File: config.mk
export PLATFORM = sky130hd
export DESIGN_NAME = asse_ctrl
export DESIGN_NICKNAME = d
export VERILOG_FILES = /design/src/rtl/asse_pkg.sv /design/src/rtl/asse_ctrl.sv
export SDC_FILE = /design/constraint.sdc
export NUM_CORES = 1
export LEC_CHECK = 0
export BUFFER_PORTS_ARGS = -buffer_cell sky130_fd_sc_hd__buf_2
export CAP_MARGIN = 20
export CORE_MARGIN = 5
export CORE_UTILIZATION = 36
export DETAILED_ROUTE_END_ITERATION = 10
export PLACE_DENSITY = 0.68
export SLEW_MARGIN = 10
export SYNTH_ARGS = -nofsm -noshare
export SYNTH_HDL_FRONTEND = slang
export SYNTH_SLANG_ARGS = --single-unit
File: constraint.sdc
create_clock -name clock -period 1.59 [get_ports clock]
set_clock_uncertainty 0.15 [all_clocks]
set_input_delay 0.159 -clock clock [delete_from_list [all_inputs] [get_ports clock]]
set_output_delay 0.159 -clock clock [all_outputs]
set_load 0.01 [all_outputs]
File: src/rtl/asse_pkg.sv
// Shared types and codes of the atomic semaphore set engine.
// Holds the beat payload structs and the controller/datapath command and status structs.
// No dependencies.
package asse_pkg;

   localparam logic [1:0] ACT_OP       = 2'd0;
   localparam logic [1:0] ACT_SET      = 2'd1;
   localparam logic [1:0] ACT_READ_VAL = 2'd2;
   localparam logic [1:0] ACT_READ_REQ = 2'd3;

   localparam logic [2:0] ST_DONE      = 3'd0;
   localparam logic [2:0] ST_WAIT      = 3'd1;
   localparam logic [2:0] ST_TRY_AGAIN = 3'd2;
   localparam logic [2:0] ST_RANGE     = 3'd3;
   localparam logic [2:0] ST_BAD_INDEX = 3'd4;
   localparam logic [2:0] ST_TOO_MANY  = 3'd5;
   localparam logic [2:0] ST_BAD_VALUE = 3'd6;

   localparam logic [1:0] CSR_SEM_COUNT    = 2'd0;
   localparam logic [1:0] CSR_VALUE_LIMIT  = 2'd1;
   localparam logic [1:0] CSR_ADJUST_LIMIT = 2'd2;

   typedef struct packed {
      logic [1:0]         action;
      logic [7:0]         sem_index;
      logic signed [15:0] delta;
      logic [15:0]        new_value;
      logic               undo_flag;
      logic               no_wait;
      logic [2:0]         requester;
      logic               last_op;
   } req_type;

   typedef struct packed {
      logic [2:0]  status;
      logic [15:0] read_value;
   } rsp_type;

   typedef struct packed {
      logic       capture;
      logic       buf_op;
      logic       rd_issue;
      logic       set_write;
      logic       uclr_step;
      logic       wipe_step;
      logic       commit_start;
      logic       op_read;
      logic       op_fetch;
      logic       op_eval;
      logic       op_copy_fetch;
      logic       op_copy_write;
      logic       next_op;
      logic       op_rewind;
      logic       res_we;
      logic [2:0] res_code;
      logic       res_rv;
      logic       rsp_load;
   } cmd_type;

   typedef struct packed {
      logic [1:0] action;
      logic       last_op;
      logic       idx_ok;
      logic       nval_bad;
      logic       too_many;
      logic       bad_index;
      logic       fail;
      logic [2:0] fail_code;
      logic       op_last;
      logic       uclr_last;
      logic       wipe_last;
      logic       rsp_room;
   } stat_type;

endpackage

File: src/rtl/asse_ctrl.sv
// Sequencing state machine of the semaphore set engine.
// Depends on asse_pkg for the command and status structs and the codes.
module asse_ctrl (
   input  logic               clock,
   input  logic               reset,
   input  logic               req_valid,
   output logic               req_ready,
   input  asse_pkg::stat_type st,
   output asse_pkg::cmd_type  cmd
);
   import asse_pkg::*;

   localparam logic [3:0] S_IDLE     = 4'd0;
   localparam logic [3:0] S_WIPE     = 4'd1;
   localparam logic [3:0] S_DECODE   = 4'd2;
   localparam logic [3:0] S_READ     = 4'd3;
   localparam logic [3:0] S_SETCLR   = 4'd4;
   localparam logic [3:0] S_P1_RD    = 4'd5;
   localparam logic [3:0] S_P1_FETCH = 4'd6;
   localparam logic [3:0] S_P1_EVAL  = 4'd7;
   localparam logic [3:0] S_P2_RD    = 4'd8;
   localparam logic [3:0] S_P2_FETCH = 4'd9;
   localparam logic [3:0] S_P2_WR    = 4'd10;
   localparam logic [3:0] S_RESP     = 4'd11;

   logic [3:0] state_ff;
   logic [3:0] state_in;

   assign req_ready = (state_ff == S_IDLE);

   always_comb begin
      cmd = '0;
      state_in = state_ff;
      unique case (state_ff)
         S_WIPE: begin
            cmd.wipe_step = 1'b1;
            if (st.wipe_last) begin
               state_in = S_IDLE;
            end
         end
         S_IDLE: begin
            if (req_valid) begin
               cmd.capture = 1'b1;
               state_in = S_DECODE;
            end
         end
         S_DECODE: begin
            if (st.action == ACT_OP) begin
               cmd.buf_op = 1'b1;
               if (!st.last_op) begin
                  state_in = S_IDLE;
               end else if (st.too_many) begin
                  cmd.res_we = 1'b1;
                  cmd.res_code = ST_TOO_MANY;
                  state_in = S_RESP;
               end else if (st.bad_index) begin
                  cmd.res_we = 1'b1;
                  cmd.res_code = ST_BAD_INDEX;
                  state_in = S_RESP;
               end else begin
                  cmd.commit_start = 1'b1;
                  state_in = S_P1_RD;
               end
            end else if (!st.idx_ok) begin
               cmd.res_we = 1'b1;
               cmd.res_code = ST_BAD_INDEX;
               state_in = S_RESP;
            end else if (st.action == ACT_SET) begin
               if (st.nval_bad) begin
                  cmd.res_we = 1'b1;
                  cmd.res_code = ST_BAD_VALUE;
                  state_in = S_RESP;
               end else begin
                  cmd.set_write = 1'b1;
                  state_in = S_SETCLR;
               end
            end else begin
               cmd.rd_issue = 1'b1;
               state_in = S_READ;
            end
         end
         S_READ: begin
            cmd.res_we = 1'b1;
            cmd.res_code = ST_DONE;
            cmd.res_rv = 1'b1;
            state_in = S_RESP;
         end
         S_SETCLR: begin
            cmd.uclr_step = 1'b1;
            if (st.uclr_last) begin
               cmd.res_we = 1'b1;
               cmd.res_code = ST_DONE;
               state_in = S_RESP;
            end
         end
         S_P1_RD: begin
            cmd.op_read = 1'b1;
            state_in = S_P1_FETCH;
         end
         S_P1_FETCH: begin
            cmd.op_fetch = 1'b1;
            state_in = S_P1_EVAL;
         end
         S_P1_EVAL: begin
            cmd.op_eval = 1'b1;
            if (st.fail) begin
               cmd.res_we = 1'b1;
               cmd.res_code = st.fail_code;
               state_in = S_RESP;
            end else if (st.op_last) begin
               cmd.op_rewind = 1'b1;
               state_in = S_P2_RD;
            end else begin
               cmd.next_op = 1'b1;
               state_in = S_P1_RD;
            end
         end
         S_P2_RD: begin
            cmd.op_read = 1'b1;
            state_in = S_P2_FETCH;
         end
         S_P2_FETCH: begin
            cmd.op_copy_fetch = 1'b1;
            state_in = S_P2_WR;
         end
         S_P2_WR: begin
            cmd.op_copy_write = 1'b1;
            if (st.op_last) begin
               cmd.res_we = 1'b1;
               cmd.res_code = ST_DONE;
               state_in = S_RESP;
            end else begin
               cmd.next_op = 1'b1;
               state_in = S_P2_RD;
            end
         end
         S_RESP: begin
            if (st.rsp_room) begin
               cmd.rsp_load = 1'b1;
               state_in = S_IDLE;
            end
         end
         default: begin
            state_in = S_IDLE;
         end
      endcase
   end

   always_ff @(posedge clock) begin
      if (reset) begin
         state_ff <= S_WIPE;
      end else begin
         state_ff <= state_in;
      end
   end

   a_load_free: assert property (@(posedge clock) disable iff (reset)
      cmd.rsp_load |-> st.rsp_room)
      else $error("Result loaded while the output register is occupied.");

   a_fail_resp: assert property (@(posedge clock) disable iff (reset)
      (state_ff == S_P1_EVAL && st.fail) |=> state_ff == S_RESP)
      else $error("A failed check did not end the commit.");

   a_accept_decode: assert property (@(posedge clock) disable iff (reset)
      (state_ff == S_IDLE && req_valid) |=> state_ff == S_DECODE)
      else $error("An accepted beat was not decoded.");

endmodule

==> summary.txt, run 1 <==
==================================================================================================
Classification of the worst setup path .............................................. flip-flop to primary output
Count of buffers from port buffering ................................................           38
WHS .................................................................................    0.2392 ns
CTS tree ............................................................................          yes
Library cell occupying the most area in the post-synthesis netlist ..................      dfxtp_1
Kind of capture point of the worst setup path ....................................... primary output
Clock root cell .....................................................................     clkbuf_4
Filler Cells Inserted ...............................................................          172
Minimum period implied by the final worst setup slack ...............................     1.861 ns
Placer's final routability congestion estimate ......................................       0.8386
Type of origin of the critical path .................................................    flip-flop
Average wire length per cell after detail routing ...................................     13.65 um
Count of vias placed by the detailed router .........................................         1038
Count of nets after finishing .......................................................          181
Sink count of the clock tree ........................................................            4
Number of flip-flops in the largest register ........................................            4
Area of the die ..................................................................... 0.002920 sq mm
Layout cells sized above 1 ..........................................................       55.90%
Max-Slew Margin vs Limit ............................................................       75.56%
Clock transition time at the flip-flop clock pins of the worst setup and hold paths .      0.03 ns
Number of pins exceeding their max-slew limit in the final report ...................            0
CP max FO ...........................................................................            3
Effective utilization at floorplan ..................................................       36.71%
Synthesized net count ...............................................................          121
Vias in the first global route ......................................................          870
Cell area after synthesis ...........................................................  698.2 sq um
Largest incremental delay on the critical path ......................................      0.53 ns
Detail-routed via count per cell ....................................................        5.521
Chip Width ..........................................................................     54.04 um
Cell internal pwr ...................................................................     305.5 uW
DRC viols ...........................................................................            0
Row cnt .............................................................................           16
Detail Placement HPWL ...............................................................      1920 um
Crit share post-route ...............................................................       117.1%
Overall die height ..................................................................     54.04 um
Slowest stage cell on the critical path .............................................       or4b_4
Count of endpoints failing setup in the final report ................................           16
Final number of hold-violating endpoints ............................................            0
Average instance area after synthesis ...............................................  6.778 sq um
GRT overflow ........................................................................            0
Largest delay share family, worst path .............................................. simple AND/OR/NAND/NOR gates
Number of top-level pins ............................................................           39
Number of flip-flops and latches in the synthesized netlist .........................            4
Registers with the most flip-flops .................................................. state_ff (4)
Worst Tran Pin Value ................................................................    0.3627 ns
Overall Global Routing Usage ........................................................       17.39%
Total of warnings raised by yosys ...................................................            0
Final antenna diode count ...........................................................            0
Wire length of the first global-routing pass ........................................      3808 um
Detailed-router iteration count before antenna repair ...............................            4
Number of buffers on the longest clock path .........................................            2
Required @ worst endpoint ...........................................................      1.28 ns
Result of the run ................................................................... finished with violations
Cell variety after synth ............................................................           42
Number of antenna violations at the first check in global routing ...................            0
Number of max-cap violations ........................................................            0
Clock network latency to the later pin of the worst-skew pair .......................      0.23 ns
Fraction of power spent switching nets ..............................................       34.30%
Detailed-route wire length ..........................................................      2566 um
Proportion of power drawn by the clock network ......................................        25.7%
Switching power summed over all nets ................................................     159.5 uW
Share of the synthesized area in the top cell type ..................................       11.47%
Worst-case vdd ir drop ..............................................................    0.3901 mV
Synth area leaders .................................................................. dfxtp_1 (11%), nor3_1 (5.7%), nand2b_1 (5.4%)
Worst setup margin ..................................................................   -0.2713 ns
Crit path buffers/inverters .........................................................            1
Data arrival time of the critical path ..............................................      1.55 ns
Reg power frac ......................................................................        24.0%
TritonCTS Buffers ...................................................................            3
Max Fclk ............................................................................    537.3 MHz
Failing checks ...................................................................... setup timing
Flop2flop setup slack ...............................................................     -0.17 ns
Iter 0 DRT Violations ...............................................................           34
Reg with most FFs ...................................................................     state_ff
Sequential-to-total area share from yosys stat ......................................       11.47%
Mapped Cells ........................................................................          103
Area grow syn2layout ................................................................       75.27%
Unrepaired setup endpoints after global routing .....................................          yes
Logic pwr share .....................................................................        50.3%
P per Cell Area ..................................................................... 380.0 mW/mm^2
Antenna violation net count after detailed routing ..................................            0
Leakage power total ................................................................. 0.0005444 uW
# H-tree levels .....................................................................            1
Largest net degree at the start of global routing ...................................           17
Core region area .................................................................... 0.001902 sq mm
Cell Chain, Critical Path ........................................................... or4b_4 > a21oi_4 > nand2_2 > o211ai_1 > buf_2
Post-route core utilization .........................................................       64.34%
Pre-CTS setup slack .................................................................   -0.1190 ns
Type of the worst min-delay path .................................................... input port to flip-flop
==================================================================================================
-- worst reg2reg max path, cell delays in order, from the launching register on --
cell	delay, ns
dfxtp_2	0.33
or4b_4	0.53
a21oi_4	0.14
buf_4	0.12
buf_4	0.08
a21boi_1	0.08
a221oi_2	0.24
-- per-stage QoR --
stage | TNS (ns) | area [sq um] | power (uW) | instances
floorplan | 0 | 704.4 | 216.5 | 103
global placement | -0.1564 | 1032 | 293.6 | 179
detailed placement | -0.2933 | 1032 | 297.2 | 179
CTS | -2.466 | 1135 | 442.4 | 185
global route | -3.966 | 1224 | 510.2 | 188
finish | -2.261 | 1224 | 465.0 | 188
-- cell usage in the layout (no fill, tap or decap), types with 3 or more instances in the layout --
master | synthesis | final
nand2_2 | 0 | 3
a31oi_1 | 3 | 3
nand2_1 | 7 | 4
nor2_1 | 8 | 6
nor3_1 | 8 | 6
dfxtp_2 | 0 | 3
inv_1 | 4 | 4
buf_6 | 0 | 7
clkbuf_4 | 0 | 3
nor3_2 | 1 | 3
buf_4 | 0 | 18
nand2b_1 | 6 | 5
nand3_1 | 5 | 4
a21oi_1 | 4 | 4
buf_2 | 7 | 37
o21ai_1 | 5 | 6
-- cell usage after synthesis --
cell type  n
a21boi_0   2
a21boi_1   1
a21oi_1    4
a21oi_2    1
a221o_1    1
a221oi_2   2
a31o_2     1
a31oi_1    3
and2_1     1
and3_1     2
and3b_1    1
and4b_1    1
buf_1      1
buf_2      7
dfxtp_1    4
inv_1      4
inv_2      1
nand2_1    7
nand2b_1   6
nand3_1    5
nand3b_1   2
nand4_1    1
nand4bb_1  1
nor2_1     8
nor2b_1    2
nor3_1     8
nor3_2     1
nor3b_1    1
nor4_1     2
nor4b_1    2
nor4b_2    1
nor4bb_1   1
o211a_1    1
o211ai_1   2
o21ai_0    2
o21ai_1    5
o22ai_1    2
o2bb2a_1   1
o31a_1     1
o32a_1     1
or3_1      2
or4b_4     1
-- cell type report --
class | count | area, sq um | area share [%]
repair buffers | 63 | 409.1 | 33.44
flip-flops and latches | 4 | 83.83 | 6.851
clock buffers | 3 | 22.52 | 1.840
inverters | 5 | 18.77 | 1.534
multi-input cells | 86 | 655.6 | 53.58
well taps | 27 | 33.78 | 2.761
-- path summary, 6_finish.rpt --
kind                       startpoint                  endpoint  cells after the start
max          state_ff[0]$_SDFFE_PP1P_                    cmd[5]                      5
min reg2reg  state_ff[0]$_SDFFE_PP1P_  state_ff[0]$_SDFFE_PP1P_                      3
min                             st[0]  state_ff[3]$_SDFFE_PP0P_                      4
max reg2reg  state_ff[0]$_SDFFE_PP1P_  state_ff[1]$_SDFFE_PP0P_                      6
-- metal layers --
metal / track usage (%) / part of all wire (%) / up-vias
met5: 0 / 0 / -
met2: 30.44 / 52 / 39
met4: 6.224 / 0.58 / 0
met3: 2.770 / 5.6 / 2
met1: 21.17 / 42 / 488
li1: - / - / 509
-- kinds of logic (layout without fill, tap and decap cells) --
kind of cell	after synthesis	in the layout	synth area share [%]
DFF	4	4	11.47
AOI/OAI and AO/OA	30	30	31.54
and+or+nand+nor	56	56	48.75
buffers and inverters	13	71	8.242
-- power groups by stage --
| stage | clock (uW) | combinational, uW | sequential [uW] |
|---|---|---|---|
| 2_1_floorplan | 0 | 104 | 113 |
| 3_3_place_gp | 0 | 183 | 111 |
| 3_5_place_dp | 0 | 186 | 111 |
| 4_1_cts | 127 | 205 | 110 |
| 5_1_grt | 145 | 253 | 112 |
| 6_report | 119 | 234 | 112 |
-- repair_timing --
action / in CTS / in global routing
pin swaps: 8 / 9
hold buffers: 0 / 1
endpoints found under the hold margin: 0 / 1
setup buffers: 3 / 4
endpoints found under the setup margin: 21 / 23
gates resized for setup: 11 / 17
Note: power is estimated with default switching activity, not from simulation.
==> run 2: changes to the inputs <==
--- a/config.mk
+++ b/config.mk
@@ -10,7 +10,7 @@
 export CORE_MARGIN = 5
 export CORE_UTILIZATION = 36
 export DETAILED_ROUTE_END_ITERATION = 10
-export PLACE_DENSITY = 0.68
+export PLACE_DENSITY = 0.74
 export SLEW_MARGIN = 10
 export SYNTH_ARGS = -nofsm -noshare
 export SYNTH_HDL_FRONTEND = slang
==> run 2 against run 1 <==
Compared with the run above:
- the run still ends with setup timing left
- first-iteration DRC count is 59% lower
- die area is the same
- cell area is 1.1% higher
- combinational power is 4% higher
- setup slack worse by 0.019 ns
- sequential power about the same
- flip-flop and latch count is the same
- final cell count is 2.1% higher
- count of clock-buffer cells in the layout is the same
==> summary.txt, run 2 (synthesized netlist as in run 1, its figures left out) <==
==================================================================================================
Number of flip-flops in the largest register ........................................            4
Iter 0 DRT Violations ...............................................................           14
Sink count of the clock tree ........................................................            4
Flip-flop and latch area ............................................................  82.58 sq um
Cell internal pwr ...................................................................     308.9 uW
Data arrival time of the critical path ..............................................      1.57 ns
Row cnt .............................................................................           16
Max-Slew Margin vs Limit ............................................................       71.37%
Wire length of the first global-routing pass ........................................      4126 um
GRT overflow ........................................................................            0
Type of the worst min-delay path .................................................... input port to flip-flop
Detail-routed via count per cell ....................................................        5.432
Cell Chain, Critical Path ........................................................... or4b_4 > a21oi_4 > nand2_2 > o211ai_1 > buf_2
Overall die height ..................................................................     54.04 um
Clock transition time at the flip-flop clock pins of the worst setup and hold paths .      0.04 ns
CTS tree ............................................................................          yes
Placer's final routability congestion estimate ......................................       0.8868
Slowest stage cell on the critical path .............................................       or4b_4
Area of the multi-input gates .......................................................  654.4 sq um
Result of the run ................................................................... finished with violations
Registers with the most flip-flops .................................................. state_ff (4)
Number of pins exceeding their max-slew limit in the final report ...................            0
Worst setup margin ..................................................................   -0.2899 ns
Most common library cell in the layout ignoring fill and taps .......................        buf_2
Proportion of power drawn by the clock network ......................................        25.3%
Chip Width ..........................................................................     54.04 um
Effective utilization at floorplan ..................................................       36.71%
Detailed-router iteration count before antenna repair ...............................            4
Placed cell count ...................................................................          180
DRC viols ...........................................................................            0
Final antenna diode count ...........................................................            0
Layout cells sized above 1 ..........................................................       56.36%
TritonCTS Buffers ...................................................................            3
Antenna violation net count after detailed routing ..................................            0
Detail Placement HPWL ...............................................................      1961 um
Core region area .................................................................... 0.001902 sq mm
Number of non-filler instances in the completed layout ..............................          192
Area grow syn2layout ................................................................       77.24%
Clock network latency to the later pin of the worst-skew pair .......................      0.23 ns
Worst-case vdd ir drop ..............................................................    0.3786 mV
P per Cell Area ..................................................................... 382.0 mW/mm^2
Highest-count cells in the layout ignoring fill and taps ............................ buf_2 (39), buf_4 (23), nor2_1 (7), nor3_1 (7)
Kind of capture point of the worst setup path ....................................... primary output
Required @ worst endpoint ...........................................................      1.28 ns
Clock root cell .....................................................................     clkbuf_4
Area of the die ..................................................................... 0.002920 sq mm
CP max FO ...........................................................................            3
Number of antenna violations at the first check in global routing ...................            0
Number of buffers on the longest clock path .........................................            2
Overall Global Routing Usage ........................................................       18.99%
Switching power summed over all nets ................................................     163.8 uW
Fraction of power spent switching nets ..............................................       34.65%
Count of buffers from port buffering ................................................           38
Worst Tran Pin Value ................................................................    0.4249 ns
Vias in the first global route ......................................................          943
Count of vias placed by the detailed router .........................................         1043
Max Fclk ............................................................................    531.9 MHz
Count of nets after finishing .......................................................          185
Setup TNS ...........................................................................    -2.563 ns
Post-route core utilization .........................................................       65.07%
Count of endpoints failing setup in the final report ................................           18
# H-tree levels .....................................................................            1
Type of origin of the critical path .................................................    flip-flop
Final number of hold-violating endpoints ............................................            0
Minimum period implied by the final worst setup slack ...............................     1.880 ns
Failing checks ...................................................................... setup timing
Crit share post-route ...............................................................       118.2%
Unrepaired setup endpoints after global routing .....................................          yes
Average wire length per cell after detail routing ...................................     14.18 um
Reg with most FFs ...................................................................     state_ff
Leakage power total ................................................................. 0.0005756 uW
Post-route cell area ................................................................ 0.001237 sq mm
Classification of the worst setup path .............................................. flip-flop to primary output
Largest net degree at the start of global routing ...................................           17
Number of max-cap violations ........................................................            0
Detailed-route wire length ..........................................................      2722 um
Filler Cells Inserted ...............................................................          160
Reg power frac ......................................................................        23.4%
Largest incremental delay on the critical path ......................................      0.55 ns
Logic pwr share .....................................................................        51.3%
Placement Cell Area ................................................................. 0.001040 sq mm
Pre-CTS setup slack .................................................................   -0.1038 ns
Number of top-level pins ............................................................           39
==================================================================================================
==> run 2: worst max-delay path: cells and delay by family, from the launching register on <==
family | cells | cell delay (ns)
AOI/OAI and AO/OA | 2 | 0.24
buffers and inverters | 1 | 0.16
DFF | 1 | 0.30
and+or+nand+nor | 2 | 0.65
==> run 2: final timing paths <==
check                                                 to  cells past startpoint                      from  slack [ns]
worst max-delay path                              cmd[5]                      5  state_ff[2]$_SDFFE_PP0P_       -0.29
worst min-delay path            state_ff[3]$_SDFFE_PP0P_                      4                     st[0]        0.24
worst max register to register  state_ff[3]$_SDFFE_PP0P_                      5  state_ff[2]$_SDFFE_PP0P_       -0.10
worst min register to register  state_ff[3]$_SDFFE_PP0P_                      3  state_ff[3]$_SDFFE_PP0P_        0.57
==> run 2: what timing repair did <==
action	4_1_cts	5_1_grt
hold endpoints to repair	2	0
setup buffers	2	5
cloned	1	0
hold buffers	1	0
endpoints found under the setup margin	22	25
pin swaps	10	6
gates resized for setup	10	14
==> run 2: routing by layer <==
metal	global-route usage [%]	up-vias	wire (um)	share of wire, %
li1	-	519	-	-
met5	0	-	0	0
met2	36.49	37	1483	54
met4	6.639	0	43	1.6
met1	21.37	483	1060	39
met3	1.662	4	134	4.9
==> run 2: through the flow <==
stage               power [uW]  hold slack, ns
detailed placement       301.6          0.2423
finish                   472.7          0.2402
global route             507.0          0.2601
floorplan                216.5         0.07525
CTS                      456.9          0.2204
global placement         297.1          0.2418
==> run 2: area by class of cell <==
type / instances / share of cell area [%]
Timing Repair Buffer: 67 / 34.18
Inverter: 5 / 1.719
Tap cell: 27 / 2.730
Multi-Input combinational cell: 86 / 52.88
Clock buffer: 3 / 1.820
Sequential cell: 4 / 6.673
==> run 2: power by group through the flow <==
stage | Sequential, uW | Clock, uW | Combinational [uW]
after global routing | 111 | 135 | 261
final | 110 | 120 | 243
after CTS | 110 | 128 | 219
after global placement | 110 | 0 | 187
after floorplan | 113 | 0 | 104
after detailed placement | 111 | 0 | 191
==> run 3: changes to the inputs <==
--- a/config.mk
+++ b/config.mk
@@ -11,6 +11,7 @@
 export CORE_UTILIZATION = 36
 export DETAILED_ROUTE_END_ITERATION = 10
 export PLACE_DENSITY = 0.74
+export SETUP_SLACK_MARGIN = 0.5
 export SLEW_MARGIN = 10
 export SYNTH_ARGS = -nofsm -noshare
 export SYNTH_HDL_FRONTEND = slang
==> run 3 against run 2 <==
Compared with the run above:
- the run still ends with setup timing left
- largest cell class unchanged
- hold slack lost 0.17 ns
- critical path type unchanged
- flip-flop and latch count is the same
- non-clock buffer count shrank 4
- cell area grew 5.6%
- power grew 7.8%
- highest routed layer unchanged
- global-route usage grew 0.91 points
- sequential share of layout area shrank 0.26 points
- critical endpoint unchanged
- register-to-register slack lost 0.07 ns
==> summary.txt, run 3 (synthesized netlist as in run 1, its figures left out) <==
==================================================================================================
Failing checks ...................................................................... setup timing
Cell Chain, Critical Path ........................................................... or4b_4 > a21oi_4 > nand2_2 > o211ai_1 > buf_2
Kind of capture point of the worst setup path ....................................... primary output
CP max FO ...........................................................................            3
Clock transition time at the flip-flop clock pins of the worst setup and hold paths .      0.04 ns
Effective utilization at floorplan ..................................................       36.71%
Count of endpoints failing setup in the final report ................................           17
TritonCTS Buffers ...................................................................            3
Count of vias placed by the detailed router .........................................         1023
Clock root cell .....................................................................     clkbuf_4
Min-delay src .......................................................................        reset
Area grow syn2layout ................................................................       87.10%
Chip Width ..........................................................................     54.04 um
Detailed-route wire length ..........................................................      2673 um
Overall Global Routing Usage ........................................................       19.90%
Layout cells sized above 1 ..........................................................       59.63%
Worst Tran Pin Value ................................................................    0.3585 ns
Worst setup margin ..................................................................   -0.3226 ns
Number of buffers on the longest clock path .........................................            2
DRC viols ...........................................................................            0
GRT overflow ........................................................................            0
Number of max-cap violations ........................................................            0
Timing startpoint of the critical path .............................................. state_ff[2]$_SDFFE_PP0P_
Clock network latency to the later pin of the worst-skew pair .......................      0.25 ns
Number of non-filler instances in the completed layout ..............................          188
Slowest stage cell on the critical path .............................................       or4b_4
Number of top-level pins ............................................................           39
Filler Cells Inserted ...............................................................          159
Final antenna diode count ...........................................................            0
Overall die height ..................................................................     54.04 um
Largest delay share family, worst path .............................................. simple AND/OR/NAND/NOR gates
WHS .................................................................................   0.06742 ns
Iter 0 DRT Violations ...............................................................            6
Count of buffers from port buffering ................................................           38
Data arrival time of the critical path ..............................................      1.60 ns
Placer's final routability congestion estimate ......................................       0.8552
CTS tree ............................................................................          yes
Detailed-router iteration count before antenna repair ...............................            5
Max Fclk ............................................................................    522.9 MHz
Number of flip-flops in the largest register ........................................            4
Crit share post-route ...............................................................       120.3%
Worst reg2reg path startpoint ....................................................... state_ff[2]$_SDFFE_PP0P_
Area of the die ..................................................................... 0.002920 sq mm
Sink count of the clock tree ........................................................            4
Max-Slew Margin vs Limit ............................................................       75.85%
Largest incremental delay on the critical path ......................................      0.57 ns
Antenna violation net count after detailed routing ..................................            0
Most common library cell in the layout ignoring fill and taps .......................        buf_2
Row cnt .............................................................................           16
Classification of the worst setup path .............................................. flip-flop to primary output
Worst-case vdd ir drop ..............................................................    0.3917 mV
Vias in the first global route ......................................................          991
Unrepaired setup endpoints after global routing .....................................          yes
Reg with most FFs ...................................................................     state_ff
Final number of hold-violating endpoints ............................................            0
Crit path buffers/inverters .........................................................            1
Required @ worst endpoint ...........................................................      1.28 ns
Total Power .........................................................................     509.6 uW
P per Cell Area ..................................................................... 390.2 mW/mm^2
Type of the worst min-delay path .................................................... input port to flip-flop
Placed cell count ...................................................................          179
Detail-routed via count per cell ....................................................        5.441
Registers with the most flip-flops .................................................. state_ff (4)
Largest net degree at the start of global routing ...................................           16
Number of pins exceeding their max-slew limit in the final report ...................            0
Leakage power total ................................................................. 0.0005973 uW
Wire length of the first global-routing pass ........................................      4340 um
Count of nets after finishing .......................................................          181
Minimum period implied by the final worst setup slack ...............................     1.913 ns
Number of antenna violations at the first check in global routing ...................            0
Average wire length per cell after detail routing ...................................     14.22 um
Type of origin of the critical path .................................................    flip-flop
Detail Placement HPWL ...............................................................      2006 um
Highest-count cells in the layout ignoring fill and taps ............................ buf_2 (38), buf_4 (16), nand2b_1 (5), nand3_1 (5), buf_6 (5)
Result of the run ................................................................... finished with violations
Core region area .................................................................... 0.001902 sq mm
# H-tree levels .....................................................................            1
==================================================================================================
==> run 3: worst register-to-register path, stage by stage, from the launching register on <==
cell      delay, ns
dfxtp_2        0.32
or4b_4         0.57
a21oi_4        0.14
buf_4          0.12
buf_4          0.09
a21boi_1       0.06
a221oi_2       0.23
==> run 3: per-stage QoR <==
stage / instance area [sq um] / setup WS, ns / utilization (%) / setup TNS, ns
6_report: 1306 / -0.3226 / 68.68 / -3.134
5_1_grt: 1306 / -0.3788 / 68.68 / -4.413
4_1_cts: 1256 / -0.3175 / 66.05 / -2.838
3_5_place_dp: 1137 / -0.1022 / 59.80 / -0.2589
3_3_place_gp: 1137 / -0.04143 / 59.80 / -0.04661
2_1_floorplan: 839.6 / 0.06560 / - / 0
==> run 3: metal layers <==
metal | vias to the layer above | GRT usage, % | share of wire, %
li1 | 509 | - | -
met1 | 465 | 24.63 | 43
met2 | 43 | 34.48 | 49
met3 | 6 | 2.216 | 6.3
met4 | 0 | 8.299 | 1.9
met5 | - | 0 | 0
==> run 3: where the power goes <==
part	switching, uW	internal (uW)
clock	49.8	85.0
sequential	5.14	107
combinational	137	126
total	192	318
==> run 3: worst paths after layout <==
path	end	slack [ns]	depth (start not counted)
max	cmd[5]	-0.32	5
max reg2reg	state_ff[1]$_SDFFE_PP0P_	-0.17	6
min reg2reg	state_ff[3]$_SDFFE_PP0P_	0.67	5
min	state_ff[0]$_SDFFE_PP1P_	0.07	3
==> run 3: final cells by class <==
type | instances | area (sq um) | share of cell area, %
multi-input cells | 86 | 730.7 | 55.94
inverters | 5 | 18.77 | 1.437
clock buffers | 3 | 22.52 | 1.724
repair buffers | 63 | 416.7 | 31.90
well taps | 27 | 33.78 | 2.586
flip-flops and latches | 4 | 83.83 | 6.418
==> run 3: timing repair <==
item	in CTS	in global routing
hold buffers	2	0
pin swaps	4	4
endpoints found under the hold margin	1	0
setup buffers	2	2
gates cloned	0	0
resized for setup	17	6
endpoints found under the setup margin	25	25
